## src/tasp_pkg.sv

```systemverilog
// shared types, widths and constants of the terrain aspect pipeline
// no dependencies
package tasp_pkg;

	localparam int ELEV_W   = 24;
	localparam int RES_W    = 16;
	localparam int GRAD_W   = 27;
	localparam int PROD_W   = 44;
	localparam int V_W      = 48;
	localparam int Z_W      = 28;
	localparam int ATAN_W   = 27;
	localparam int THETA_W  = 30;
	localparam int ASPECT_W = 13;
	localparam int ATAN_N   = 24;

	// normalized vector has its top bit here
	localparam int NORM_TOP = 44;

	// angles in 2^-20 degree
	localparam logic [ATAN_W-1:0]  DEG90     = 27'd94371840;
	localparam logic [THETA_W-1:0] DEG180    = 30'd188743680;
	localparam logic [THETA_W-1:0] DEG360    = 30'd377487360;
	localparam logic [THETA_W-1:0] ROUND_HALF = 30'd32768;

	// aspect codes in 1/16 degree
	localparam logic [ASPECT_W-1:0] ASP_ZERO = 13'd0;
	localparam logic [ASPECT_W-1:0] ASP_90   = 13'd1440;
	localparam logic [ASPECT_W-1:0] ASP_180  = 13'd2880;
	localparam logic [ASPECT_W-1:0] ASP_270  = 13'd4320;
	localparam logic [ASPECT_W:0]   ASP_FULL = 14'd5760;

	// atan(2^-i) in 2^-20 degree, rounded to nearest
	localparam logic [ATAN_W-1:0] ATAN_TAB [ATAN_N] = '{
		27'd47185920, 27'd27855475, 27'd14718068, 27'd7471121,
		27'd3750058,  27'd1876857,  27'd938658,   27'd469357,
		27'd234682,   27'd117342,   27'd58671,    27'd29335,
		27'd14668,    27'd7334,     27'd3667,     27'd1833,
		27'd917,      27'd458,      27'd229,      27'd115,
		27'd57,       27'd29,       27'd14,       27'd7
	};

	// configuration register indexes
	typedef enum logic [1:0] {
		REG_EW_RES  = 2'd0,
		REG_NS_RES  = 2'd1,
		REG_UPSLOPE = 2'd2
	} cfg_reg_t;

	// one 3x3 window without its center
	typedef struct packed {
		logic signed [ELEV_W-1:0] nw;
		logic signed [ELEV_W-1:0] n;
		logic signed [ELEV_W-1:0] ne;
		logic signed [ELEV_W-1:0] w;
		logic signed [ELEV_W-1:0] e;
		logic signed [ELEV_W-1:0] sw;
		logic signed [ELEV_W-1:0] s;
		logic signed [ELEV_W-1:0] se;
	} elev_win_t;

	// sign and zero status of the scaled gradients
	typedef struct packed {
		logic xz;
		logic yz;
		logic xneg;
		logic yneg;
	} quad_t;

	// vector handed from cell to cell
	typedef struct packed {
		logic signed [V_W-1:0] x;
		logic signed [V_W-1:0] y;
		logic signed [Z_W-1:0] z;
		quad_t                 q;
	} vec_t;

endpackage

```

## src/tasp_cordic_cell.sv

```systemverilog
// one cordic vectoring rotation with its own atan constant
// depends on tasp_pkg
module tasp_cordic_cell import tasp_pkg::*; #(
	parameter int IDX = 0
) (
	input  logic clk,
	input  logic arst_n,
	input  logic valid_in,
	input  vec_t vec_in,
	input  logic go_next,
	output logic go,
	output logic valid_out,
	output vec_t vec_out
);

	logic                  valid_s1;
	vec_t                  vec_s1;
	logic signed [V_W-1:0] xs, ys;
	logic signed [Z_W-1:0] da;
	vec_t                  vec_d;

	assign go = !valid_s1 || go_next;

	// rotate toward the x axis, floor shifts
	always_comb begin
		xs    = vec_in.x >>> IDX;
		ys    = vec_in.y >>> IDX;
		da    = $signed({{(Z_W-ATAN_W){1'b0}}, ATAN_TAB[IDX]});
		vec_d = vec_in;
		if (!vec_in.y[V_W-1]) begin
			vec_d.x = vec_in.x + ys;
			vec_d.y = vec_in.y - xs;
			vec_d.z = vec_in.z + da;
		end else begin
			vec_d.x = vec_in.x - ys;
			vec_d.y = vec_in.y + xs;
			vec_d.z = vec_in.z - da;
		end
	end

	always_ff @(posedge clk or negedge arst_n) begin
		if (!arst_n) begin
			valid_s1 <= 1'b0;
		end else if (go) begin
			valid_s1 <= valid_in;
		end
	end

	always_ff @(posedge clk) begin
		if (go) vec_s1 <= vec_d;
	end

	assign valid_out = valid_s1;
	assign vec_out   = vec_s1;

endmodule

```

## config.mk

```make
export PLATFORM = sky130hd
export DESIGN_NAME = tasp_cordic_cell
export DESIGN_NICKNAME = d
export VERILOG_FILES = /design/src/tasp_pkg.sv /design/src/tasp_cordic_cell.sv
export SDC_FILE = /design/constraint.sdc
export NUM_CORES = 1
export LEC_CHECK = 0
export BUFFER_PORTS_ARGS = -buffer_cell sky130_fd_sc_hd__buf_4
export CAP_MARGIN = 25
export CORE_UTILIZATION = 43
export DETAILED_ROUTE_END_ITERATION = 8
export PLACE_DENSITY_LB_ADDON = 0.25
export REMOVE_ABC_BUFFERS = 1
export SYNTH_ARGS = -nofsm -noshare
export SYNTH_HDL_FRONTEND = slang
export SYNTH_SLANG_ARGS = --single-unit
```

## constraint.sdc

```tcl
create_clock -name clk -period 6.6 [get_ports clk]
set_clock_uncertainty 0.05 [all_clocks]
set_input_delay 0.33 -clock clk [delete_from_list [all_inputs] [get_ports clk]]
set_output_delay 0.33 -clock clk [all_outputs]
set_load 0.01 [all_outputs]
```

---- Word-level counts from Yosys, hierarchy flattened ----
Index checks and enable logic that the tools add are counted.
storage, ports and cells
  output and inout port bits .............. 130
  latch bits .............................. 0
  bits in read-only memories .............. 0
  register bits after elaboration ......... 129
  logic and storage cells ................. 16
  bits in writable memories ............... 0
  memories kept ........................... 0
  input bits .............................. 132
operators by class
  add/subtract/negate cells ............... 5
  shift-type cells ........................ 0
  multipliers ............................. 0
  reduce and logical (&&, ||, !) cells .... 2
  divide/modulo/power cells ............... 0
  bitwise gates (word level) .............. 0
  mux-type cells .......................... 1
  equality and inequality tests ........... 0
  $lt $le $gt $ge ......................... 0
operator list
  kind                    count
  $mux 124                1
  $sub 48x48->48          2
  $add 48x48->48          1
  $add 28x27->28 const B  1
  $sub 28x27->28 const B  1
  $logic_not 1->1         1
  $logic_or 1x1->1        1

---- Longest topological paths before layout ----
  word-level depth ........................ 2
  depth in mapped cells ................... 13
  gate-level depth less buffers ........... 12

---- Worst setup path after synthesis ----
OpenSTA, ideal clock, no wires.
  path type ............................... input port to flip-flop
  start ................................... input go_next
  end ..................................... register vec_s1, in the netlist vec_out[0], enable pin
  data required time ...................... 6.037 ns
  path slack .............................. 2.553 ns
  stages on the path ...................... 1
  arrival ................................. 3.484 ns
  setup time .............................. 0.513 ns
  buffers on the path ..................... 0
  cell sequence ........................... nand2b_1
between the ends
  cells in the longest elaborated chain, start to end .. 1
RTL lines
  element                 line                    source
  start: declaration      tasp_cordic_cell.sv:10  input logic go_next,
  $logic_or 1x1->1        tasp_cordic_cell.sv:22  assign go = !valid_s1 || go_next;
  end signal: assignment  tasp_cordic_cell.sv:50  if (go) vec_s1 <= vec_d;
  end: declaration        tasp_cordic_cell.sv:17  vec_t vec_s1;
Every way passes these cells.
A chain may end at the register's enable or synchronous reset.

==> flow_metrics.tcl <==
set metrics [dict create \
    max_freq_ghz 0.280 \
    yosys-top-cells-area "edfxtp_1, ha_1, a21oi_1, xnor2_1, inv_1" \
    synth_top_area_share_pct 28.5 \
    coreArea_um2 30600 \
    setup_tns_ns 0 \
    io_pins 262 \
    drt-total-wl_um 49000 \
    outcome "finished, final reports clean" \
    ys_warn_count 0 \
    fillerInstances 2928 \
    final_util_pct 52.7 \
    worst_ir_drop_vdd_mv 0.190 \
    syn_inst 1572 \
    num_vias 13189 \
    port_buffers 261 \
    p_leak_nw 7.06 \
    dieArea_um2 31800 \
    worst_ep_arrival_time_ns 3.68 \
    insertion_delay_ns 0.43 \
    critPathKind "in2reg" \
    synthTopCellsByCount "a21oi_1, ha_1, inv_1, edfxtp_1" \
    nets 2087 \
    powerDensity_nw_per_um2 215 \
    timing.final.crit_share_pct 54.2 \
    grt_usage_pct 30.2 \
    report.final.slew_viol_count 0 \
    netlist_area_um2 13400 \
    synth_seq_area_share_pct 28.7 \
    cts_sinks 128 \
    globalRouteOverflowTotal 0 \
    drtPass1Iterations 6 \
    cp-end-kind "flip-flop" \
    tightest_slew_ns 0.869 \
    die_h_um 178 \
    grt_pass1_vias 12282 \
    ys_types 83 \
    grt_max_degree 59 \
    final.min_clock_period_ns 3.58 \
    crit_chain "buf_4 > inv_1 > ha_1 > inv_1 > a21oi_1 > o31ai_1 > a2111oi_0 > o31ai_2 > a21o_1 > nor4_1 > a311oi_1 > xnor2_1" \
    worst_ep_required_time_ns 6.70 \
    drtAntennaViolNets 0 \
    avgViaCountPerCell 6.00 \
    cts_tree "yes" \
    clock_path_buffers 2 \
    syn_to_final_growth_pct 20.7 \
    timing.max_cap.violations 0 \
    gp_congestion 0.976 \
    finalSetupViolations 0 \
    cts_buffers 17 \
    dpl_cell_area_um2 15500 \
    async_flop_share_pct 0.781 \
    root_buffer "clkbuf_16" \
    hold_viol 0 \
    max_stage_delay_ns 0.83 \
    fp.dieW_um 178 \
    hp-class "in2reg" \
    rows 64 \
    h-tree-depth 4 \
    ys_ff_latch 128 \
    yosysMostFrequentCell "a21oi_1" \
    drc_errors 0 \
    drt_iter0_drc 1438 \
    drive_above_1_share_pct 18.7 \
    rsz0062_at_grt "false" \
    stdcell_area_um2 16100 \
    worstPathMaxFanout 13 \
    start_kind "input port" \
    clk_pin_slew_worst_paths_ns 0.07 \
    yosysTopAreaCell "edfxtp_1" \
    start_util_pct 43.7 \
    relSlewSlack_pct 40.6 \
    path_common_cell "inv_1" \
    wire_per_inst_um 22.3 \
    antennaDiodeCount 0 \
    post_cts_buffers 0 \
    syn_avg_cell_area_um2 8.50 \
    antenna_found_initial 0 \
    grt_pass1_wl_um 72800 \
    crit_path_top_delay_cell "a2111oi_0" \
    hpwl_um 39200 \
    ys.flop_type "edfxtp_1" \
    synth_edf_count 127 \
]
-- through the flow --
step | hold slack [ns] | cells | setup slack (ns) | power (mW)
after floorplan | -0.0156 | 1501 | 2.55 | 1.91
after global placement | 0.0563 | 2163 | 2.68 | 2.50
after detailed placement | 0.0581 | 2164 | 2.71 | 2.51
after CTS | 0.00462 | 2197 | 3.12 | 3.46
after global routing | 0.00849 | 2197 | 2.82 | 3.62
final | 0.0170 | 2197 | 3.02 | 3.47
-- report_power, final --
group          switching (mW)  leakage [nW]  internal, mW
sequential             0.0498          1.29          1.08
combinational           0.839          5.50         0.550
clock                   0.452         0.272         0.500
total                    1.34          7.06          2.13
-- final cells by class --
class	instances	area, um2	share of cell area [%]
multi-input cells	1217	8630	53.5
flip-flops and latches	128	3840	23.8
inverters	156	587	3.64
well taps	396	495	3.07
clock buffers	17	425	2.64
clock inverters	15	141	0.877
repair buffers	268	2010	12.5
-- cell families (layout without fill, tap and decap cells) --
group | count (synthesis) | after routing | synth area share (%)
AO/OA/AOI/OAI | 559 | 559 | 27.0
AND/OR/NAND/NOR | 370 | 370 | 13.5
buffers and inverters | 227 | 456 | 6.77
adder cells (fa/ha/maj) | 167 | 167 | 15.9
flip-flops | 128 | 128 | 28.7
XOR/XNOR | 97 | 97 | 6.36
multiplexers | 24 | 24 | 1.81
-- layer usage --
| metal | vias to the layer above | routed length [um] | track usage, % | share of wire, % |
|---|---|---|---|---|
| met5 | - | 0 | 0 | 0 |
| met4 | 0 | 976 | 7.87 | 2.0 |
| met3 | 69 | 3860 | 4.37 | 7.9 |
| met2 | 650 | 21600 | 47.0 | 44 |
| met1 | 6346 | 22600 | 43.6 | 46 |
| li1 | 6124 | - | - | - |
-- cell usage in the layout, fill, tap and decap left out, drive strengths merged, types with 9 or more instances in the layout --
cell type,synthesis,routed
a2111oi,10,10
inv,155,164
nand2b,16,16
a21o,35,35
mux2i,23,23
nor4,22,22
o21bai,35,35
xor2,12,12
a21oi,205,205
ha,163,163
o31ai,25,25
a31oi,18,18
clkbuf,43,17
o21ai,101,101
xnor2,85,85
edfxtp,127,127
nor3,32,32
nor2,96,96
nor2b,23,23
buf,28,267
o21a,23,23
a21boi,9,9
a211oi,17,17
nand4,27,27
nand3,25,25
o211ai,15,15
nand2,92,92
-- path summary, 6_finish.rpt --
kind                                to  startpoint  cells after the start  slack, ns
hold reg to reg              valid_out   valid_out                      2       0.83
min in group asynchronous    valid_out      arst_n                      2       0.15
setup / recovery           vec_out[75]  vec_in[48]                     12       3.02
hold / removal              vec_out[4]   vec_in[4]                      1       0.02
max in group asynchronous    valid_out      arst_n                      2       6.27
setup reg to reg           vec_out[46]   valid_out                      3       4.00
-- critical path, delay by kind of cell --
kind	cells	cell delay [ns]
buffers and inverters	3	0.36
adder cells (fa/ha/maj)	1	0.57
XOR/XNOR	1	0.20
AO/OA/AOI/OAI	6	1.88
AND/OR/NAND/NOR	1	0.34
-- sequential cells by signal (all words and copies together) (netlist names) --
signal,cells
valid_out,1
vec_out,127
-- what timing repair did --
action	4_1_cts	5_1_grt
hold endpoints to repair	1	0
hold buffers	1	0
gates resized for setup	0	0
setup endpoints to repair	0	0
(Power assumes the default switching activity.)
