$ cat src/tasp_pkg.sv
// shared types, widths and constants of the terrain aspect pipeline
// no dependencies
package tasp_pkg;

	localparam int ELEV_W   = 24;
	localparam int RES_W    = 16;
	localparam int GRAD_W   = 27;
	localparam int PROD_W   = 44;
	localparam int V_W      = 48;
	localparam int Z_W      = 28;
	localparam int ATAN_W   = 27;
	localparam int THETA_W  = 30;
	localparam int ASPECT_W = 13;
	localparam int ATAN_N   = 24;

	// normalized vector has its top bit here
	localparam int NORM_TOP = 44;

	// angles in 2^-20 degree
	localparam logic [ATAN_W-1:0]  DEG90     = 27'd94371840;
	localparam logic [THETA_W-1:0] DEG180    = 30'd188743680;
	localparam logic [THETA_W-1:0] DEG360    = 30'd377487360;
	localparam logic [THETA_W-1:0] ROUND_HALF = 30'd32768;

	// aspect codes in 1/16 degree
	localparam logic [ASPECT_W-1:0] ASP_ZERO = 13'd0;
	localparam logic [ASPECT_W-1:0] ASP_90   = 13'd1440;
	localparam logic [ASPECT_W-1:0] ASP_180  = 13'd2880;
	localparam logic [ASPECT_W-1:0] ASP_270  = 13'd4320;
	localparam logic [ASPECT_W:0]   ASP_FULL = 14'd5760;

	// atan(2^-i) in 2^-20 degree, rounded to nearest
	localparam logic [ATAN_W-1:0] ATAN_TAB [ATAN_N] = '{
		27'd47185920, 27'd27855475, 27'd14718068, 27'd7471121,
		27'd3750058,  27'd1876857,  27'd938658,   27'd469357,
		27'd234682,   27'd117342,   27'd58671,    27'd29335,
		27'd14668,    27'd7334,     27'd3667,     27'd1833,
		27'd917,      27'd458,      27'd229,      27'd115,
		27'd57,       27'd29,       27'd14,       27'd7
	};

	// configuration register indexes
	typedef enum logic [1:0] {
		REG_EW_RES  = 2'd0,
		REG_NS_RES  = 2'd1,
		REG_UPSLOPE = 2'd2
	} cfg_reg_t;

	// one 3x3 window without its center
	typedef struct packed {
		logic signed [ELEV_W-1:0] nw;
		logic signed [ELEV_W-1:0] n;
		logic signed [ELEV_W-1:0] ne;
		logic signed [ELEV_W-1:0] w;
		logic signed [ELEV_W-1:0] e;
		logic signed [ELEV_W-1:0] sw;
		logic signed [ELEV_W-1:0] s;
		logic signed [ELEV_W-1:0] se;
	} elev_win_t;

	// sign and zero status of the scaled gradients
	typedef struct packed {
		logic xz;
		logic yz;
		logic xneg;
		logic yneg;
	} quad_t;

	// vector handed from cell to cell
	typedef struct packed {
		logic signed [V_W-1:0] x;
		logic signed [V_W-1:0] y;
		logic signed [Z_W-1:0] z;
		quad_t                 q;
	} vec_t;

endpackage

$ cat src/tasp_front.sv
// gradient, resolution scaling and magnitude stages
// depends on tasp_pkg
module tasp_front import tasp_pkg::*; (
	input  logic             clk,
	input  logic             arst_n,
	input  logic [RES_W-1:0] ew_res,
	input  logic [RES_W-1:0] ns_res,
	input  logic             valid_in,
	input  elev_win_t        win,
	input  logic             go_next,
	output logic             go,
	output logic             valid_out,
	output vec_t             vec_out
);

	logic                     valid_s1, valid_s2, valid_s3;
	logic signed [GRAD_W-1:0] gx_s1, gy_s1;
	logic signed [PROD_W-1:0] px_s2, py_s2;
	vec_t                     vec_s3;
	logic                     go1, go2, go3;
	logic signed [GRAD_W-1:0] nw, n, ne, w, e, sw, s, se;
	logic signed [GRAD_W-1:0] gx, gy;
	logic signed [PROD_W-1:0] px, py;
	logic [PROD_W-1:0]        ax, ay;
	vec_t                     vec_d;

	// stage moves when empty or when the next one moves
	assign go3 = !valid_s3 || go_next;
	assign go2 = !valid_s2 || go3;
	assign go1 = !valid_s1 || go2;
	assign go  = go1;

	// horn weights 1,2,1
	always_comb begin
		nw = GRAD_W'(win.nw);
		n  = GRAD_W'(win.n);
		ne = GRAD_W'(win.ne);
		w  = GRAD_W'(win.w);
		e  = GRAD_W'(win.e);
		sw = GRAD_W'(win.sw);
		s  = GRAD_W'(win.s);
		se = GRAD_W'(win.se);
		gx = (nw + (w <<< 1) + sw) - (ne + (e <<< 1) + se);
		gy = (sw + (s <<< 1) + se) - (nw + (n <<< 1) + ne);
	end

	// cross-multiply by the other axis resolution
	assign px = $signed({{(PROD_W-GRAD_W){gx_s1[GRAD_W-1]}}, gx_s1})
		* $signed({{(PROD_W-RES_W){1'b0}}, ns_res});
	assign py = $signed({{(PROD_W-GRAD_W){gy_s1[GRAD_W-1]}}, gy_s1})
		* $signed({{(PROD_W-RES_W){1'b0}}, ew_res});

	// magnitudes and quadrant flags
	always_comb begin
		ax = px_s2[PROD_W-1] ? PROD_W'(-px_s2) : PROD_W'(px_s2);
		ay = py_s2[PROD_W-1] ? PROD_W'(-py_s2) : PROD_W'(py_s2);
		vec_d.x      = $signed({{(V_W-PROD_W){1'b0}}, ay});
		vec_d.y      = $signed({{(V_W-PROD_W){1'b0}}, ax});
		vec_d.z      = '0;
		vec_d.q.xz   = (px_s2 == '0);
		vec_d.q.yz   = (py_s2 == '0);
		vec_d.q.xneg = px_s2[PROD_W-1];
		vec_d.q.yneg = py_s2[PROD_W-1];
	end

	// stage valids
	always_ff @(posedge clk or negedge arst_n) begin
		if (!arst_n) begin
			valid_s1 <= 1'b0;
			valid_s2 <= 1'b0;
			valid_s3 <= 1'b0;
		end else begin
			if (go1) valid_s1 <= valid_in;
			if (go2) valid_s2 <= valid_s1;
			if (go3) valid_s3 <= valid_s2;
		end
	end

	// stage payloads
	always_ff @(posedge clk) begin
		if (go1) begin
			gx_s1 <= gx;
			gy_s1 <= gy;
		end
		if (go2) begin
			px_s2 <= px;
			py_s2 <= py;
		end
		if (go3) vec_s3 <= vec_d;
	end

	assign valid_out = valid_s3;
	assign vec_out   = vec_s3;

endmodule

$ cat config.mk
export PLATFORM = sky130hd
export DESIGN_NAME = tasp_front
export DESIGN_NICKNAME = d
export VERILOG_FILES = /design/src/tasp_pkg.sv /design/src/tasp_front.sv
export SDC_FILE = /design/constraint.sdc
export NUM_CORES = 2
export LEC_CHECK = 0
export ABC_AREA = 1
export BUFFER_PORTS_ARGS = -buffer_cell sky130_fd_sc_hd__buf_2
export CAP_MARGIN = 20
export CORE_ASPECT_RATIO = 0.8
export CORE_UTILIZATION = 60
export DETAILED_ROUTE_END_ITERATION = 12
export PLACE_DENSITY = 0.79
export SLEW_MARGIN = 10
export SYNTH_ARGS = -nofsm -noshare
export SYNTH_HDL_FRONTEND = slang
export SYNTH_SLANG_ARGS = --single-unit
$ cat constraint.sdc
create_clock -name clk -period 8.2 [get_ports clk]
set_input_delay 1.64 -clock clk [delete_from_list [all_inputs] [get_ports clk]]
set_output_delay 1.64 -clock clk [all_outputs]
set_load 0.1 [all_outputs]
* Word level (Yosys, flattened, before mapping) *
Cells that the tools add are included.

storage, ports and cells
  word-level logic and storage cells = 39
  bits of input ports = 228
  output and inout bits = 130
  register bits after elaboration = 237

operators by class
  $add $sub $neg = 12
  mux-type cells = 2
  reductions and logical operators = 8
  $mul = 2

operator list
  kind              number
  $add 26x24->27    4
  $add 24x25->26    4
  $logic_not 44->1  2
  $mul 27x17->44    2
  $neg 44->44       2
  $mux 43           2
  $sub 27x27->27    2
  $logic_not 1->1   3
  $logic_or 1x1->1  3

* Longest topological paths before layout *
  depth in word-level cells = 4
  mapped depth = 27

* Worst setup path after synthesis *
OpenSTA, ideal clock, no wires.

  kind = input-to-output
  start = input go_next
  end = output go
  arrival = 5.738 ns
  slack = 0.822 ns
  cell stages on the path = 4
  cells stage by stage = inv_1 nand2_1 nor2_1 nand2_1

on the way
  cells in the longest elaborated chain, start to end = 3

ends and longest elaborated chain
  element           RTL line          text
  start, declared   tasp_front.sv:10  input logic go_next,
  $logic_or 1x1->1  tasp_front.sv:28  assign go3 = !valid_s3 || go_next;
  named net go3     tasp_front.sv:20  logic go1, go2, go3;
  $logic_or 1x1->1  tasp_front.sv:29  assign go2 = !valid_s2 || go3;
  $logic_or 1x1->1  tasp_front.sv:30  assign go1 = !valid_s1 || go2;
  end, declared     tasp_front.sv:11  output logic go,

The timed path passes the listed nets, and every way through them passes these cells.

* Final worst setup path *
  start = input ew_res[2]
  end = register py_s2[39], data pin

on the way
  cells in the longest elaborated chain, start to end = 1

ends and longest elaborated chain
  element               RTL line          text
  start, declared       tasp_front.sv:6   input logic [RES_W-1:0] ew_res,
  $mul 27x17->44        tasp_front.sv:51  * $signed({{(PROD_W-RES_W){1'b0}}, ew_res});
  named net py[39]      tasp_front.sv:23  logic signed [PROD_W-1:0] px, py;
  end signal, assigned  tasp_front.sv:87  py_s2 <= py;
  end, declared         tasp_front.sv:18  logic signed [PROD_W-1:0] px_s2, py_s2;

The timed path passes the listed nets, and every way through them passes these cells.
A chain may end at the register's enable or synchronous reset.

==> run metrics <==
status=finished clean; Total Neg Setup Slack=0 ns; startpoint type of the worst setup path=primary input; Die X=approximately 330 microns; worst-margin pin slew=1.06 ns; Multi-input gate area=0.0368 sq mm; # DRC=0; Max Freq=about 140 MHz; number of library cell types mapped by synthesis=49; fin crit period=between 7 and 8 ns; Setup-failing EPs final=0; hold_buf cts=0; Yosys warning total=0; Core ar.=roughly 0.086 sq mm; clock skew=~0.027 ns; DRT Wirelength=143000 microns; Mapped Area=between 0.05 and 0.06 sq mm; most common cell after layout, fill and taps aside=inv_1; worst skew pair latency=0.60 ns; Seq/Total Area, Yosys=a little over an eighth; Antenna Violating Nets Remaining=0; CTS sink count=237; DR vias=~41000; Die Area=between 0.08 and 0.09 sq mm; endpoints failing hold=0; flops & latches, synth=~240; clock tree buffer depth=3; drt via density=around 5.2; Syn Area/Cell=7.91 sq um; most frequent cells in the layout=1947 x inv_1, 1813 x nand2_1, 1036 x fa_1; layout cells sized above 1=~6.6%; worst hold path type=reg -> reg; first-pass GRT wire length=around 230000 microns; hpwl dp=roughly 120000 microns; vias in the first global route=~43000; DR WL/cell=between 15 and 20 microns; Post-synth ARST share=1.27%; flip-flop and latch area=0.00710 sq mm; # IOs=around 360; Total Routing Usage GR=between 30% and 40%; CTS tree=done; period utilization=approximately 86%; RSZ-0062 raised after global routing=false; Post-synth EDFFs=234; Worst EP required=~8.6 ns; Top FF cell, synth=edfxtp_1; pin count of the biggest net entering global routing=70; drt pass-1 iters=6; worst setup margin=~1.1 ns; WS Path Type=in -> reg; nets=about 8300; max-slew violations=0; gr ovfl total=0; area grow syn2layout=6.01%; TritonCTS buffer count=27; Syn Inst Count=approximately 6600; clock root cell=clkbuf_16; post-cts repair resize count=0; Max-slew headroom=between 20% and 30%; Die Height=roughly 270 microns; Final Instance Area=roughly 0.055 sq mm; Max-Cap Viols=0; Data arrival, critical path=7.41 ns; PortBufs=between 300 and 400; Iter 0 DRT Violations=between 3000 and 4000; Post CTS Setup Buffer Count=0; Rows=between 90 and 100; Area after DPL=0.0544 sq mm; antenna violations before repair=13; Initial Util=60.8%; gpl congestion=between 1 and 1.5; Crit. End Element=register; H-Tree Depth=1; post-place setup slack=approximately 0.6 ns; clock slew at reported path FFs=0.06 ns; crit-path max FO=27; fillcell total=between 7000 and 8000
==> flip-flops by register name, summed over array words and instances (netlist names) <==
signal	count
vec_out	92
valid_s1	1
gx_s1	27
valid_out	1
px_s2	44
gy_s1	27
py_s2	44
valid_s2	1
==> routing by layer <==
layer  track usage [%]  up-vias  part of all wire [%]
li1                  -    19100                     -
met1              47.0    20100                    42
met2              53.8     1993                    45
met3              6.43      244                    10
met4              9.00       16                   2.8
met5                 0        -                 0.056
==> layout make-up <==
cell class / instances / area share [%]
flip-flops and latches: 237 / 12.8
diodes: 4 / 0.0181
inverters: 1955 / 13.3
multi-input cells: 4189 / 66.5
repair buffers: 335 / 3.09
clock inverters: 19 / 0.484
clock buffers: 30 / 1.24
well taps: 1127 / 2.55
==> critical path: stages <==
cell	delay (ns)
buf_2	0.49
nand2_1	0.11
inv_1	0.17
fa_1	0.49
inv_1	0.22
fa_1	0.43
inv_1	0.37
fa_1	0.53
fa_1	0.51
fa_1	0.50
inv_1	0.06
fa_1	0.47
inv_1	0.04
ha_1	0.41
nand2_1	0.15
nor2_1	0.21
nand2_1	0.11
nor2_1	0.16
nand3_1	0.13
nand4_1	0.11
nand2_1	0.06
==> cells in the mapped netlist (24+ instances only) <==
library cell  count  area share, %
edfxtp_1        234             13
fa_1           1036             40
o21ai_0          62           0.59
xor2_1          101            1.7
nand4_1          58           0.70
clkbuf_1        209            1.5
nand3_1         174            1.7
ha_1            272            6.5
nand2_1        1815             13
nor2_1          334            2.4
inv_1          1948             14
nor3_1           34           0.33
buf_4            37           0.53
o21bai_1         24           0.35
xnor2_1          40           0.67
a21oi_1         121            1.2
==> through the flow <==
step | std cells | util (%) | hold slack [ns]
after global routing | 7896 | 64.4 | 0.469
after detailed placement | 7843 | 63.3 | 0.435
after floorplan | 6632 | - | 0.421
after global placement | 7843 | 63.3 | 0.425
after CTS | 7892 | 64.4 | 0.450
final | 7896 | 64.4 | 0.444
==> logic make-up (layout without fill, tap and decap cells) <==
group / after synthesis / in the layout / share of synthesized area (%)
fa+ha+maj: 1308 / 1308 / 46.3
xor+xnor: 141 / 141 / 2.37
other cells: 1 / 40 / 0.00719
buf+inv: 2206 / 2339 / 16.2
simple gates: 2473 / 2473 / 19.1
flops: 237 / 237 / 13.6
compound gates: 231 / 231 / 2.51
==> path summary, 6_finish.rpt <==
check,from,endpoint,slack (ns),cells after the start
worst max-delay path,ew_res[2],py_s2[39],1.14,21
worst min-delay path,valid_s2,valid_out,0.44,2
worst max register to register,gy_s1[8],py_s2[32],1.87,20
worst min register to register,valid_s2,valid_out,0.44,2
max in group asynchronous,arst_n,valid_out,7.25,1
min in group asynchronous,arst_n,valid_s2,0.83,1
Power is left out: the tool's default activity adds up to more than one toggle a clock period on the data nets, which glitch-free logic cannot reach.
