===== src/tasp_pkg.sv =====
// shared types, widths and constants of the terrain aspect pipeline
// no dependencies
package tasp_pkg;

	localparam int ELEV_W   = 24;
	localparam int RES_W    = 16;
	localparam int GRAD_W   = 27;
	localparam int PROD_W   = 44;
	localparam int V_W      = 48;
	localparam int Z_W      = 28;
	localparam int ATAN_W   = 27;
	localparam int THETA_W  = 30;
	localparam int ASPECT_W = 13;
	localparam int ATAN_N   = 24;

	// normalized vector has its top bit here
	localparam int NORM_TOP = 44;

	// angles in 2^-20 degree
	localparam logic [ATAN_W-1:0]  DEG90     = 27'd94371840;
	localparam logic [THETA_W-1:0] DEG180    = 30'd188743680;
	localparam logic [THETA_W-1:0] DEG360    = 30'd377487360;
	localparam logic [THETA_W-1:0] ROUND_HALF = 30'd32768;

	// aspect codes in 1/16 degree
	localparam logic [ASPECT_W-1:0] ASP_ZERO = 13'd0;
	localparam logic [ASPECT_W-1:0] ASP_90   = 13'd1440;
	localparam logic [ASPECT_W-1:0] ASP_180  = 13'd2880;
	localparam logic [ASPECT_W-1:0] ASP_270  = 13'd4320;
	localparam logic [ASPECT_W:0]   ASP_FULL = 14'd5760;

	// atan(2^-i) in 2^-20 degree, rounded to nearest
	localparam logic [ATAN_W-1:0] ATAN_TAB [ATAN_N] = '{
		27'd47185920, 27'd27855475, 27'd14718068, 27'd7471121,
		27'd3750058,  27'd1876857,  27'd938658,   27'd469357,
		27'd234682,   27'd117342,   27'd58671,    27'd29335,
		27'd14668,    27'd7334,     27'd3667,     27'd1833,
		27'd917,      27'd458,      27'd229,      27'd115,
		27'd57,       27'd29,       27'd14,       27'd7
	};

	// configuration register indexes
	typedef enum logic [1:0] {
		REG_EW_RES  = 2'd0,
		REG_NS_RES  = 2'd1,
		REG_UPSLOPE = 2'd2
	} cfg_reg_t;

	// one 3x3 window without its center
	typedef struct packed {
		logic signed [ELEV_W-1:0] nw;
		logic signed [ELEV_W-1:0] n;
		logic signed [ELEV_W-1:0] ne;
		logic signed [ELEV_W-1:0] w;
		logic signed [ELEV_W-1:0] e;
		logic signed [ELEV_W-1:0] sw;
		logic signed [ELEV_W-1:0] s;
		logic signed [ELEV_W-1:0] se;
	} elev_win_t;

	// sign and zero status of the scaled gradients
	typedef struct packed {
		logic xz;
		logic yz;
		logic xneg;
		logic yneg;
	} quad_t;

	// vector handed from cell to cell
	typedef struct packed {
		logic signed [V_W-1:0] x;
		logic signed [V_W-1:0] y;
		logic signed [Z_W-1:0] z;
		quad_t                 q;
	} vec_t;

endpackage


===== src/tasp_norm_cell.sv =====
// one step of the normalizing shift: shifts both components left when
// the SHIFT bits from NORM_TOP down are clear; depends on tasp_pkg
module tasp_norm_cell import tasp_pkg::*; #(
	parameter int SHIFT = 1
) (
	input  logic clk,
	input  logic arst_n,
	input  logic valid_in,
	input  vec_t vec_in,
	input  logic go_next,
	output logic go,
	output logic valid_out,
	output vec_t vec_out
);

	logic             valid_s1;
	vec_t             vec_s1;
	logic [V_W-1:0]   both;
	vec_t             vec_d;

	assign go = !valid_s1 || go_next;

	// the larger component decides the shift
	always_comb begin
		both  = vec_in.x | vec_in.y;
		vec_d = vec_in;
		if (both[NORM_TOP -: SHIFT] == '0) begin
			vec_d.x = vec_in.x <<< SHIFT;
			vec_d.y = vec_in.y <<< SHIFT;
		end
	end

	always_ff @(posedge clk or negedge arst_n) begin
		if (!arst_n) begin
			valid_s1 <= 1'b0;
		end else if (go) begin
			valid_s1 <= valid_in;
		end
	end

	always_ff @(posedge clk) begin
		if (go) vec_s1 <= vec_d;
	end

	assign valid_out = valid_s1;
	assign vec_out   = vec_s1;

endmodule


===== config.mk =====
export PLATFORM = sky130hd
export DESIGN_NAME = tasp_norm_cell
export DESIGN_NICKNAME = d
export VERILOG_FILES = /design/src/tasp_pkg.sv /design/src/tasp_norm_cell.sv
export SDC_FILE = /design/constraint.sdc
export NUM_CORES = 1
export LEC_CHECK = 0
export ABC_AREA = 1
export ABC_CLOCK_PERIOD_IN_PS = 5050
export BUFFER_PORTS_ARGS = -buffer_cell sky130_fd_sc_hd__buf_4
export CORE_MARGIN = 2
export CORE_UTILIZATION = 46
export DETAILED_ROUTE_END_ITERATION = 8
export GPL_TIMING_DRIVEN = 0
export HOLD_SLACK_MARGIN = 0.03
export PLACE_DENSITY = 0.92
export SLEW_MARGIN = 20
export SYNTH_ARGS = -nofsm -noshare
export SYNTH_HDL_FRONTEND = slang
export SYNTH_SLANG_ARGS = --single-unit
export TNS_END_PERCENT = 50

===== constraint.sdc =====
create_clock -name clk -period 5.05 [get_ports clk]
set_clock_uncertainty 0.2 [all_clocks]
set_input_delay 0.2525 -clock clk [delete_from_list [all_inputs] [get_ports clk]]
set_output_delay 0.2525 -clock clk [all_outputs]
set_load 0.05 [all_outputs]

======== After elaboration in Yosys (flattened, before gate mapping) ========
Cells that the tools add are included.
cells by class
  reduce and logical (&&, ||, !) cells .... 2
  bitwise operators ....................... 1
  multiplexer cells ....................... 1
operators with widths
  cell              count
  $mux 96           1
  $or 45x45->45     1
  $logic_not 1->1   1
  $logic_or 1x1->1  1
word-level totals
  register bits ........................... 129
  word-level logic and storage cells ...... 14
  input port bits ......................... 132
  output and inout bits ................... 130

======== Depth between registers and ports, before layout ========
Gate-level depths: netlist (run 1).
  depth after elaboration ................. 2
  gate-level depth with buffers ........... 6
  depth with buffers taken out ............ 3

======== Worst setup path before layout (run 1) ========
No wires, ideal clock.
  path kind ............................... flip-flop to flip-flop
  start point ............................. reg valid_s1, in the netlist valid_out
  end point ............................... reg vec_s1, in the netlist vec_out[0] (enable)
  library setup time ...................... 1.213 ns
  buffers on the path ..................... 0
  clock period less this slack ............ 4.501 ns
  required time ........................... 3.637 ns
  arrival time ............................ 3.088 ns
  stages on the path, launching flop included .. 2
  slack ................................... 0.549 ns
  cell sequence ........................... dfrtp_1 nand2_1
on the way
  word-level cells in the longest chain between the ends .. 2
ends and longest elaborated chain
  item                    RTL line              source
  start, declared         tasp_norm_cell.sv:16  logic valid_s1;
  start signal, assigned  tasp_norm_cell.sv:37  valid_s1 <= valid_in;
  $logic_not 1->1         tasp_norm_cell.sv:21  assign go = !valid_s1 || go_next;
  $logic_or 1x1->1        tasp_norm_cell.sv:21
  net go                  tasp_norm_cell.sv:11  output logic go,
  end signal, assigned    tasp_norm_cell.sv:42  if (go) vec_s1 <= vec_d;
  end, declared           tasp_norm_cell.sv:17  vec_t vec_s1;
The timed path passes the listed nets, and every way through them passes these cells.
A chain may end at the register's enable or synchronous reset.

==> results.py, run 1 <==
metrics = {
    "sta": {
        "fmax_mhz": 508,
        "rsz0062_at_grt": "no",
        "finalSetupTns_ns": 0,
        "slew_viol_final": 0,
        "setup_ws_ns": 3.08,
        "setup_viol": 0,
        "slew_headroom_pct": 61.3,
        "hold_viol": 0,
        "period_share_pct": 39.0,
        "worst_pin_slew_ns": 0.581,
        "finalCriticalPeriod_ns": 1.97,
    },
    "yosys": {
        "synth_top_family_by_area": "simple AND/OR/NAND/NOR gates",
        "syn-num-nets": 578,
        "synth_fa_ha_area_share_pct": 0,
        "synth.avg_cell_area_um2": 11.8,
        "synth-seq-cells": 129,
        "synthXorXnorAreaFrac_pct": 0,
        "synthMuxAreaShare_pct": 0,
        "synth_top_cell_by_area": "edfxtp_1",
        "synth_simple_gate_area_share_pct": 13.7,
        "yosysWarnings": 0,
        "synthCells": 446,
        "synth_top_area_share_pct": 73.2,
        "ys_types": 11,
        "synth-compound-area-share_pct": 8.73,
        "synthesis.area_mm2": 0.00525,
        "synth_area_leaders": "edfxtp_1 (73%), nand2_1 (13%), o21ai_0 (8.6%)",
        "yosysSeqAreaShare_pct": 73.7,
    },
    "global_route": {
        "antenna_found_initial": 1,
        "grtUsageTotal_pct": 34.1,
        "grt_max_degree": 63,
        "grt_pass1_vias": 5999,
        "grt_pass1_wl_mm": 32.3,
        "grt_overflow": 0,
    },
    "worst_setup_path": {
        "cp_top_family": "buffers and inverters",
        "worstSetupPathType": "in -> reg",
        "reg2reg_slack_ns": 3.14,
        "worstPathRequired_ns": 5.00,
        "reg2reg_to": "vec_out[121]",
        "r2r_start": "valid_out",
        "cpMaxStageDelayCell": "dlygate4sd3_1",
        "crit_fanout": 10,
        "cpPeakStageDelay_ns": 0.59,
        "startpoint_type": "input pin",
        "end_kind": "flop",
        "path_cells": "buf_4, buf_2, clkbuf_1, o21ai_0, nand2_1, dlygate4sd3_1",
        "cp.buffers_inverters": 4,
        "cp.arrival_ns": 1.92,
        "rr_worst_depth": 3,
    },
    "run_status": {
        "status": "finished, final reports clean",
    },
    "finish": {
        "area_growth_pct": 87.7,
        "final_common_cell": "buf_4",
        "drive_gt1_share_pct": 34.2,
        "most-common-layout-cells": "buf_4 (260), nand2_1 (183), dlygate4sd3_1 (175)",
        "fin_nets": 1034,
    },
    "power": {
        "pwr_density_cell_mw_per_mm2": 361,
        "leakagePower_nw": 4.42,
        "vdd_ir_drop_max_mv": 0.239,
    },
    "placement": {
        "place_congestion": 0.839,
        "port_buffers": 260,
        "hpwl_mm": 10.9,
        "place_ws_ns": 3.19,
    },
    "clock_tree": {
        "clkSlewWorstSetupHoldPaths_ns": 0.06,
        "cts_root_buf": "clkbuf_16",
        "clk_latency_ns": 0.41,
        "cts_sinks": 129,
        "cts_resized": 0,
        "cts.path.max_buffers": 2,
        "cts_tree": "built",
        "holdBufCountCts": 175,
        "cts_max_level": 4,
        "cts_inserted_buffers": 17,
        "post_cts_buffers": 0,
    },
    "route": {
        "initialDrtViolationCount": 517,
        "drc_errors": 0,
        "final_antenna_net_count": 0,
        "wire_per_inst_um": 20.4,
        "first_pass_iters": 7,
        "routed_wirelength_mm": 21.6,
        "viasPerCell": 5.42,
        "vias": 5743,
    },
    "floorplanning": {
        "dieArea_mm2": 0.0123,
        "core_mm2": 0.0113,
        "start_util_pct": 46.6,
        "die_height_um": 111,
        "ios": 262,
        "chipWidth_um": 111,
        "rows": 39,
    },
    "min_path": {
        "holdCritStartpoint": "go_next",
        "holdPathEnd": "valid_out",
        "hold_depth": 4,
        "hp-class": "in -> reg",
    },
    "run": {
        "maxCapViolCount": 0,
    },
}
-- how the worst max path moves through the flow --
| stage | startpoint | end | slack, ns | cells past startpoint |
|---|---|---|---|---|
| 2_1_floorplan | valid_out | vec_out[0] | 0.55 | 1 |
| 3_3_place_gp | go_next | go | 0.07 | 4 |
| 3_5_place_dp | valid_out | vec_out[121] | 3.19 | 3 |
| 4_1_cts | valid_out | vec_out[121] | 3.18 | 3 |
| 5_1_grt | vec_in[124] | vec_out[37] | 3.07 | 6 |
| 6_report | vec_in[124] | vec_out[37] | 3.08 | 6 |
-- power breakdown --
group          internal (mW)  leakage, nW  switching, mW
clock network          0.884        0.319          0.491
logic                  0.318         2.79          0.538
registers               1.29         1.31         0.0375
total                   2.49         4.42           1.07
-- cells by family (layout without fill, tap and decap cells) --
family                 after synthesis  count (layout)
DFF                                129             129
AOI/OAI and AO/OA                   91              91
buffers and inverters               37             506
and+or+nand+nor                    189             189
other                                0               1
-- Yosys cell counts, drive strengths merged --
| library cell | n |
|---|---|
| nand2 | 184 |
| edfxtp | 128 |
| o21ai | 90 |
| buf | 17 |
| clkbuf | 13 |
| inv | 7 |
| nor2 | 5 |
| a21o | 1 |
| dfrtp | 1 |
-- routing by layer --
layer | routed length, um | vias to the layer above | part of all wire [%] | GRT usage, %
met5 | 0 | - | 0 | 0
met2 | 11400 | 432 | 53 | 61.4
li1 | - | 2462 | - | -
met4 | 1250 | 0 | 5.8 | 19.8
met1 | 7180 | 2740 | 33 | 36.4
met3 | 1830 | 109 | 8.5 | 8.20
-- area by class of cell --
class	instances	area, um^2
Sequential cell	129	3870
Timing Repair Buffer	437	3760
Fill cell	458	1420
Multi-Input combinational cell	280	1180
Clock buffer	17	425
Clock inverter	15	229
Tap cell	143	179
Buffer	30	178
Inverter	7	26.3
Antenna cell	1	2.50
-- flip-flops by register name (all words and copies together), names as in the netlist --
register,cells
valid_out,1
vec_out,128
-- tightest hold or removal path: stages --
cell and delay (ns):
buf_4 0.07, inv_1 0.05, nand2_4 0.27, nand2_1 0.10
-- stage by stage --
stage                     hold WS, ns  utilization [%]  power [mW]  area [um^2]  instances
after floorplan                -0.243                -        1.77         5250        446
after global placement         -0.173             65.5        2.02         7380        849
after detailed placement       -0.169             66.0        2.04         7440        851
after CTS                       0.133             87.4        3.51         9850       1058
after global routing            0.223             87.4        3.65         9850       1059
final                           0.178             87.4        3.56         9850       1059
Note: power is estimated with default switching activity, not from simulation.
==> run 2, diff against run 1 <==
--- a/config.mk
+++ b/config.mk
@@ -6,14 +6,14 @@
 export NUM_CORES = 1
 export LEC_CHECK = 0
 export ABC_AREA = 1
-export ABC_CLOCK_PERIOD_IN_PS = 5050
+export ABC_CLOCK_PERIOD_IN_PS = 1800
 export BUFFER_PORTS_ARGS = -buffer_cell sky130_fd_sc_hd__buf_4
 export CORE_MARGIN = 2
-export CORE_UTILIZATION = 46
+export CORE_UTILIZATION = 41
 export DETAILED_ROUTE_END_ITERATION = 8
 export GPL_TIMING_DRIVEN = 0
 export HOLD_SLACK_MARGIN = 0.03
-export PLACE_DENSITY = 0.92
+export PLACE_DENSITY = 0.88
 export SLEW_MARGIN = 20
 export SYNTH_ARGS = -nofsm -noshare
 export SYNTH_HDL_FRONTEND = slang
==> constraint.sdc (replaced) <==
create_clock -name clk -period 1.8 [get_ports clk]
set_clock_uncertainty 0.2 [all_clocks]
set_input_delay 0.09 -clock clk [delete_from_list [all_inputs] [get_ports clk]]
set_output_delay 0.09 -clock clk [all_outputs]
set_load 0.05 [all_outputs]
==> run 2 against run 1 <==
Effect of this change:
- flip-flop and latch count did not move
- setup slack lost 3.1 ns
- wire length down 1.3%
- sequential power grew to 2.8 times the previous value
- first-iteration DRC count rose by 33%
- worst hold slack worse by 0.13 ns
- critical path type is now reg -> out
- critical endpoint is now go
- highest routed layer unchanged
==> results.py, run 2 (synthesis results as in run 1) <==
metrics = {
    "run_status": {
        "status": "finished, final reports clean",
    },
    "sta": {
        "setup_viol": 0,
        "fmax_mhz": 558,
        "finalSetupTns_ns": 0,
        "rsz0062_at_grt": "yes",
        "hold_viol": 0,
        "finalCriticalPeriod_ns": 1.79,
        "setup_ws_ns": 0.00891,
        "holdWs_ns": 0.0450,
        "worst_pin_slew_ns": 0.526,
        "slew_viol_final": 0,
        "slew_headroom_pct": 64.8,
        "period_share_pct": 99.5,
    },
    "finish": {
        "stdcell_area_mm2": 0.00984,
        "most-common-layout-cells": "buf_4 (259), nand2_1 (183), dlygate4sd3_1 (174)",
        "final_cells": 1089,
        "fin_nets": 1033,
        "num-fill-cells": 684,
        "finish.utilization_pct": 78.3,
        "final_common_cell": "buf_4",
        "area_growth_pct": 87.5,
        "drive_gt1_share_pct": 34.2,
        "largest_register_ffs": 128,
    },
    "power": {
        "vdd_ir_drop_max_mv": 0.484,
        "p_total_mw": 9.73,
        "pwr_density_cell_mw_per_mm2": 989,
        "leakagePower_nw": 4.37,
    },
    "worst_setup_path": {
        "worstPathRequired_ns": 1.51,
        "startpoint_type": "flop",
        "worstSetupPathType": "reg -> out",
        "reg2reg_slack_ns": 0.23,
        "cp.arrival_ns": 1.50,
        "crit_fanout": 33,
        "end_kind": "output port",
    },
    "route": {
        "final_antenna_net_count": 0,
        "routed_wirelength_mm": 21.4,
        "drc_errors": 0,
        "wire_per_inst_um": 19.6,
        "vias": 5669,
        "initialDrtViolationCount": 690,
        "viasPerCell": 5.21,
        "first_pass_iters": 5,
    },
    "clock_tree": {
        "cts_root_buf": "clkbuf_16",
        "clk_latency_ns": 0.41,
        "cts_sinks": 129,
        "clkSlewWorstSetupHoldPaths_ns": 0.06,
        "cts_inserted_buffers": 17,
        "cts.path.max_buffers": 2,
        "post_cts_buffers": 0,
        "cts_max_level": 4,
        "cts_tree": "built",
    },
    "floorplanning": {
        "ios": 262,
        "core_mm2": 0.0126,
        "start_util_pct": 41.8,
        "dieArea_mm2": 0.0137,
        "chipWidth_um": 117,
        "die_height_um": 117,
        "rows": 41,
    },
    "global_route": {
        "grt_pass1_vias": 5923,
        "antenna_found_initial": 3,
        "grt_pass1_wl_mm": 30.6,
        "grt_max_degree": 66,
        "grt_overflow": 0,
        "grtUsageTotal_pct": 30.7,
    },
    "placement": {
        "place_area_mm2": 0.00743,
        "dp.cells": 878,
        "port_buffers": 260,
        "place_ws_ns": -0.00128,
        "hpwl_mm": 10.7,
        "place_congestion": 0.774,
    },
    "run": {
        "maxCapViolCount": 0,
    },
    "min_path": {
        "hp-class": "in -> reg",
    },
}
-- run 2: repair_timing --
action                                  in CTS  in global routing
endpoints found under the setup margin       1                 65
gates resized for setup                      0                  3
hold endpoints to repair                   130                  0
hold buffers                               174                  0
pin swaps                                    1                  0
gates cloned                                 2                  0
-- run 2: final timing paths --
check | start | to | cells past startpoint
worst max-delay path | valid_out | go | 2
worst min-delay path | vec_in[124] | vec_out[80] | 4
worst max register to register | valid_out | vec_out[20] | 1
worst min register to register | valid_out | vec_out[42] | 1
max in group asynchronous | arst_n | valid_out | 3
min in group asynchronous | arst_n | valid_out | 3
-- run 2: layout make-up --
cell class	count	area (um^2)	area share, %
Timing Repair Buffer	434	3700	37.6
Tap cell	172	215	2.19
Clock buffer	17	425	4.32
Inverter	7	26.3	0.267
Buffer	30	178	1.81
Sequential cell	129	3870	39.3
Clock inverter	15	193	1.96
Multi-Input combinational cell	282	1220	12.4
Antenna cell	3	7.51	0.0763
-- run 2: power breakdown --
part           leakage, nW  internal [mW]  switching [mW]
clock network        0.284           2.30            1.32
registers             1.31           3.63           0.101
logic                 2.77          0.879            1.50
total                 4.37           6.81            2.92
-- run 2: metal layers --
metal	track usage, %	wire length (um)
met1	31.5	7150
met2	54.4	10900
met3	8.86	1950
met4	20.2	1310
met5	0	0
-- run 2: worst max-delay path, stage by stage (launching register included) --
cell and delay [ns]:
dfrtp_2 0.55, nand2_8 0.23, buf_8 0.26
==> run 3, diff against run 2 <==
--- a/config.mk
+++ b/config.mk
@@ -5,7 +5,6 @@
 export SDC_FILE = /design/constraint.sdc
 export NUM_CORES = 1
 export LEC_CHECK = 0
-export ABC_AREA = 1
 export ABC_CLOCK_PERIOD_IN_PS = 1800
 export BUFFER_PORTS_ARGS = -buffer_cell sky130_fd_sc_hd__buf_4
 export CORE_MARGIN = 2
==> run 3 against run 2 <==
Effect of this change:
- the run now fails in 4_1_cts
- synthesized area increased by 1.2%
- synthesized cell count is 46% lower
==> results.py, run 3 <==
metrics = {
    "run_status": {
        "status": "stopped before the end",
        "lastStage": "4_1_cts",
        "error_line": "[ERROR RSZ-0060] Max buffer count reached.",
    },
    "yosys": {
        "yosysSeqAreaShare_pct": 72.9,
        "synth.avg_cell_area_um2": 22.1,
        "async_flop_share_pct": 0.775,
        "synthesis.area_mm2": 0.00531,
        "yosysWarnings": 0,
        "ys.flop_type": "edfxtp_1",
        "synth_top_cell_by_area": "edfxtp_1",
        "synth-seq-cells": 129,
        "synthCells": 240,
        "synth_most_common_cell": "edfxtp_1",
        "synth_area_leaders": "edfxtp_1 (72%), mux2_4 (16%), mux2_2 (7.2%)",
        "ys_types": 14,
        "synthTopCellsByCount": "edfxtp_1 (128), mux2_4 (56), mux2_2 (34), buf_12 (5), nor2b_1 (4)",
        "synth_top_area_share_pct": 72.4,
        "syn-num-nets": 372,
        "synth_edf_count": 128,
    },
    "placement": {
        "place_congestion": 0.814,
        "port_buffers": 261,
        "dp.cells": 675,
        "place_ws_ns": 0.222,
        "hpwl_mm": 9.52,
    },
    "floorplanning": {
        "die_height_um": 118,
        "chipWidth_um": 118,
        "rows": 41,
        "ios": 262,
        "start_util_pct": 42.1,
    },
    "clock_tree": {
        "cts_root_buf": "clkbuf_16",
        "cts_resized": 0,
        "cts_max_level": 4,
        "cts.path.max_buffers": 2,
        "holdBufCountCts": 143,
        "post_cts_buffers": 2,
        "cts_inserted_buffers": 17,
        "cts_sinks": 129,
    },
}
run 3: changes by cell type after synthesis, moves of 5 or more:
cell      delta
clkbuf_1    -13
buf_2       -10
nand2_1    -184
inv_1        -5
o21ai_0     -89
buf_6        -6
mux2_2      +34
buf_12       +5
mux2_4      +56
run 3: logic make-up after synthesis:
family,Yosys count,share of synthesized area (%)
DFF,129,72.9
muxes,90,23.0
buffers and inverters,12,2.95
and+or+nand+nor,7,0.919
AOI/OAI and AO/OA,2,0.236
run 3: through the flow:
| stage | setup TNS [ns] | cell area, um^2 | hold slack (ns) |
|---|---|---|---|
| 3_5_place_dp | 0 | 7550 | -0.334 |
| 3_3_place_gp | -53.42 | 7490 | -0.334 |
| 2_1_floorplan | -47.46 | 5320 | -0.406 |
==> run 4, diff against run 3 <==
--- a/config.mk
+++ b/config.mk
@@ -5,14 +5,13 @@
 export SDC_FILE = /design/constraint.sdc
 export NUM_CORES = 1
 export LEC_CHECK = 0
-export ABC_CLOCK_PERIOD_IN_PS = 1800
+export ABC_CLOCK_PERIOD_IN_PS = 2300
 export BUFFER_PORTS_ARGS = -buffer_cell sky130_fd_sc_hd__buf_4
 export CORE_MARGIN = 2
-export CORE_UTILIZATION = 41
+export CORE_UTILIZATION = 40
 export DETAILED_ROUTE_END_ITERATION = 8
 export GPL_TIMING_DRIVEN = 0
-export HOLD_SLACK_MARGIN = 0.03
-export PLACE_DENSITY = 0.88
+export PLACE_DENSITY_LB_ADDON = 0.15
 export SLEW_MARGIN = 20
 export SYNTH_ARGS = -nofsm -noshare
 export SYNTH_HDL_FRONTEND = slang
==> constraint.sdc (replaced) <==
create_clock -name clk -period 2.3 [get_ports clk]
set_clock_uncertainty 0.2 [all_clocks]
set_input_delay 0.115 -clock clk [delete_from_list [all_inputs] [get_ports clk]]
set_output_delay 0.115 -clock clk [all_outputs]
set_load 0.05 [all_outputs]
==> run 4 against run 3 <==
Effect of this change:
- synthesized area is the same
- the run again fails in 4_1_cts
- synthesized cell count is the same
==> results.py, run 4 <==
metrics = {
    "floorplanning": {
        "chipWidth_um": 119,
        "die_height_um": 119,
        "ios": 262,
        "rows": 42,
        "start_util_pct": 40.6,
    },
    "yosys": {
        "synth.avg_cell_area_um2": 22.1,
        "yosysSeqAreaShare_pct": 72.9,
        "synth_edf_count": 128,
        "synthTopCellsByCount": "edfxtp_1 (128), mux2_4 (56), mux2_2 (34), buf_12 (5), nor2b_1 (4)",
        "async_flop_share_pct": 0.775,
        "yosysWarnings": 0,
        "synth_area_leaders": "edfxtp_1 (72%), mux2_4 (16%), mux2_2 (7.2%)",
        "synthCells": 240,
        "ys.flop_type": "edfxtp_1",
        "synth_top_cell_by_area": "edfxtp_1",
        "ys_types": 14,
        "synth-seq-cells": 129,
        "synth_top_area_share_pct": 72.4,
        "synth_most_common_cell": "edfxtp_1",
        "synthesis.area_mm2": 0.00531,
        "syn-num-nets": 372,
    },
    "run_status": {
        "lastStage": "4_1_cts",
        "error_line": "[ERROR RSZ-0060] Max buffer count reached.",
        "status": "stopped before the end",
    },
    "clock_tree": {
        "cts_root_buf": "clkbuf_16",
        "cts_resized": 0,
        "holdBufCountCts": 143,
        "cts_inserted_buffers": 17,
        "cts.path.max_buffers": 2,
        "cts_max_level": 4,
        "cts_sinks": 129,
        "post_cts_buffers": 0,
    },
    "placement": {
        "place_area_mm2": 0.00754,
        "dp.cells": 679,
        "port_buffers": 261,
        "place_congestion": 0.761,
        "hpwl_mm": 8.91,
    },
}
[run 4: cell counts after synthesis]
Identical to the previous run, type by type.
[run 4: logic make-up after synthesis]
family	after synthesis	synth area share [%]
buf+inv	12	2.95
mux	90	23.0
flops	129	72.9
simple gates	7	0.919
compound gates	2	0.236
[run 4: stage by stage]
step           util, %  hold WS, ns  worst slack [ns]
3_5_place_dp      57.6       -0.308             0.459
3_3_place_gp      57.3       -0.310           -0.0705
2_1_floorplan        -       -0.381            0.0179
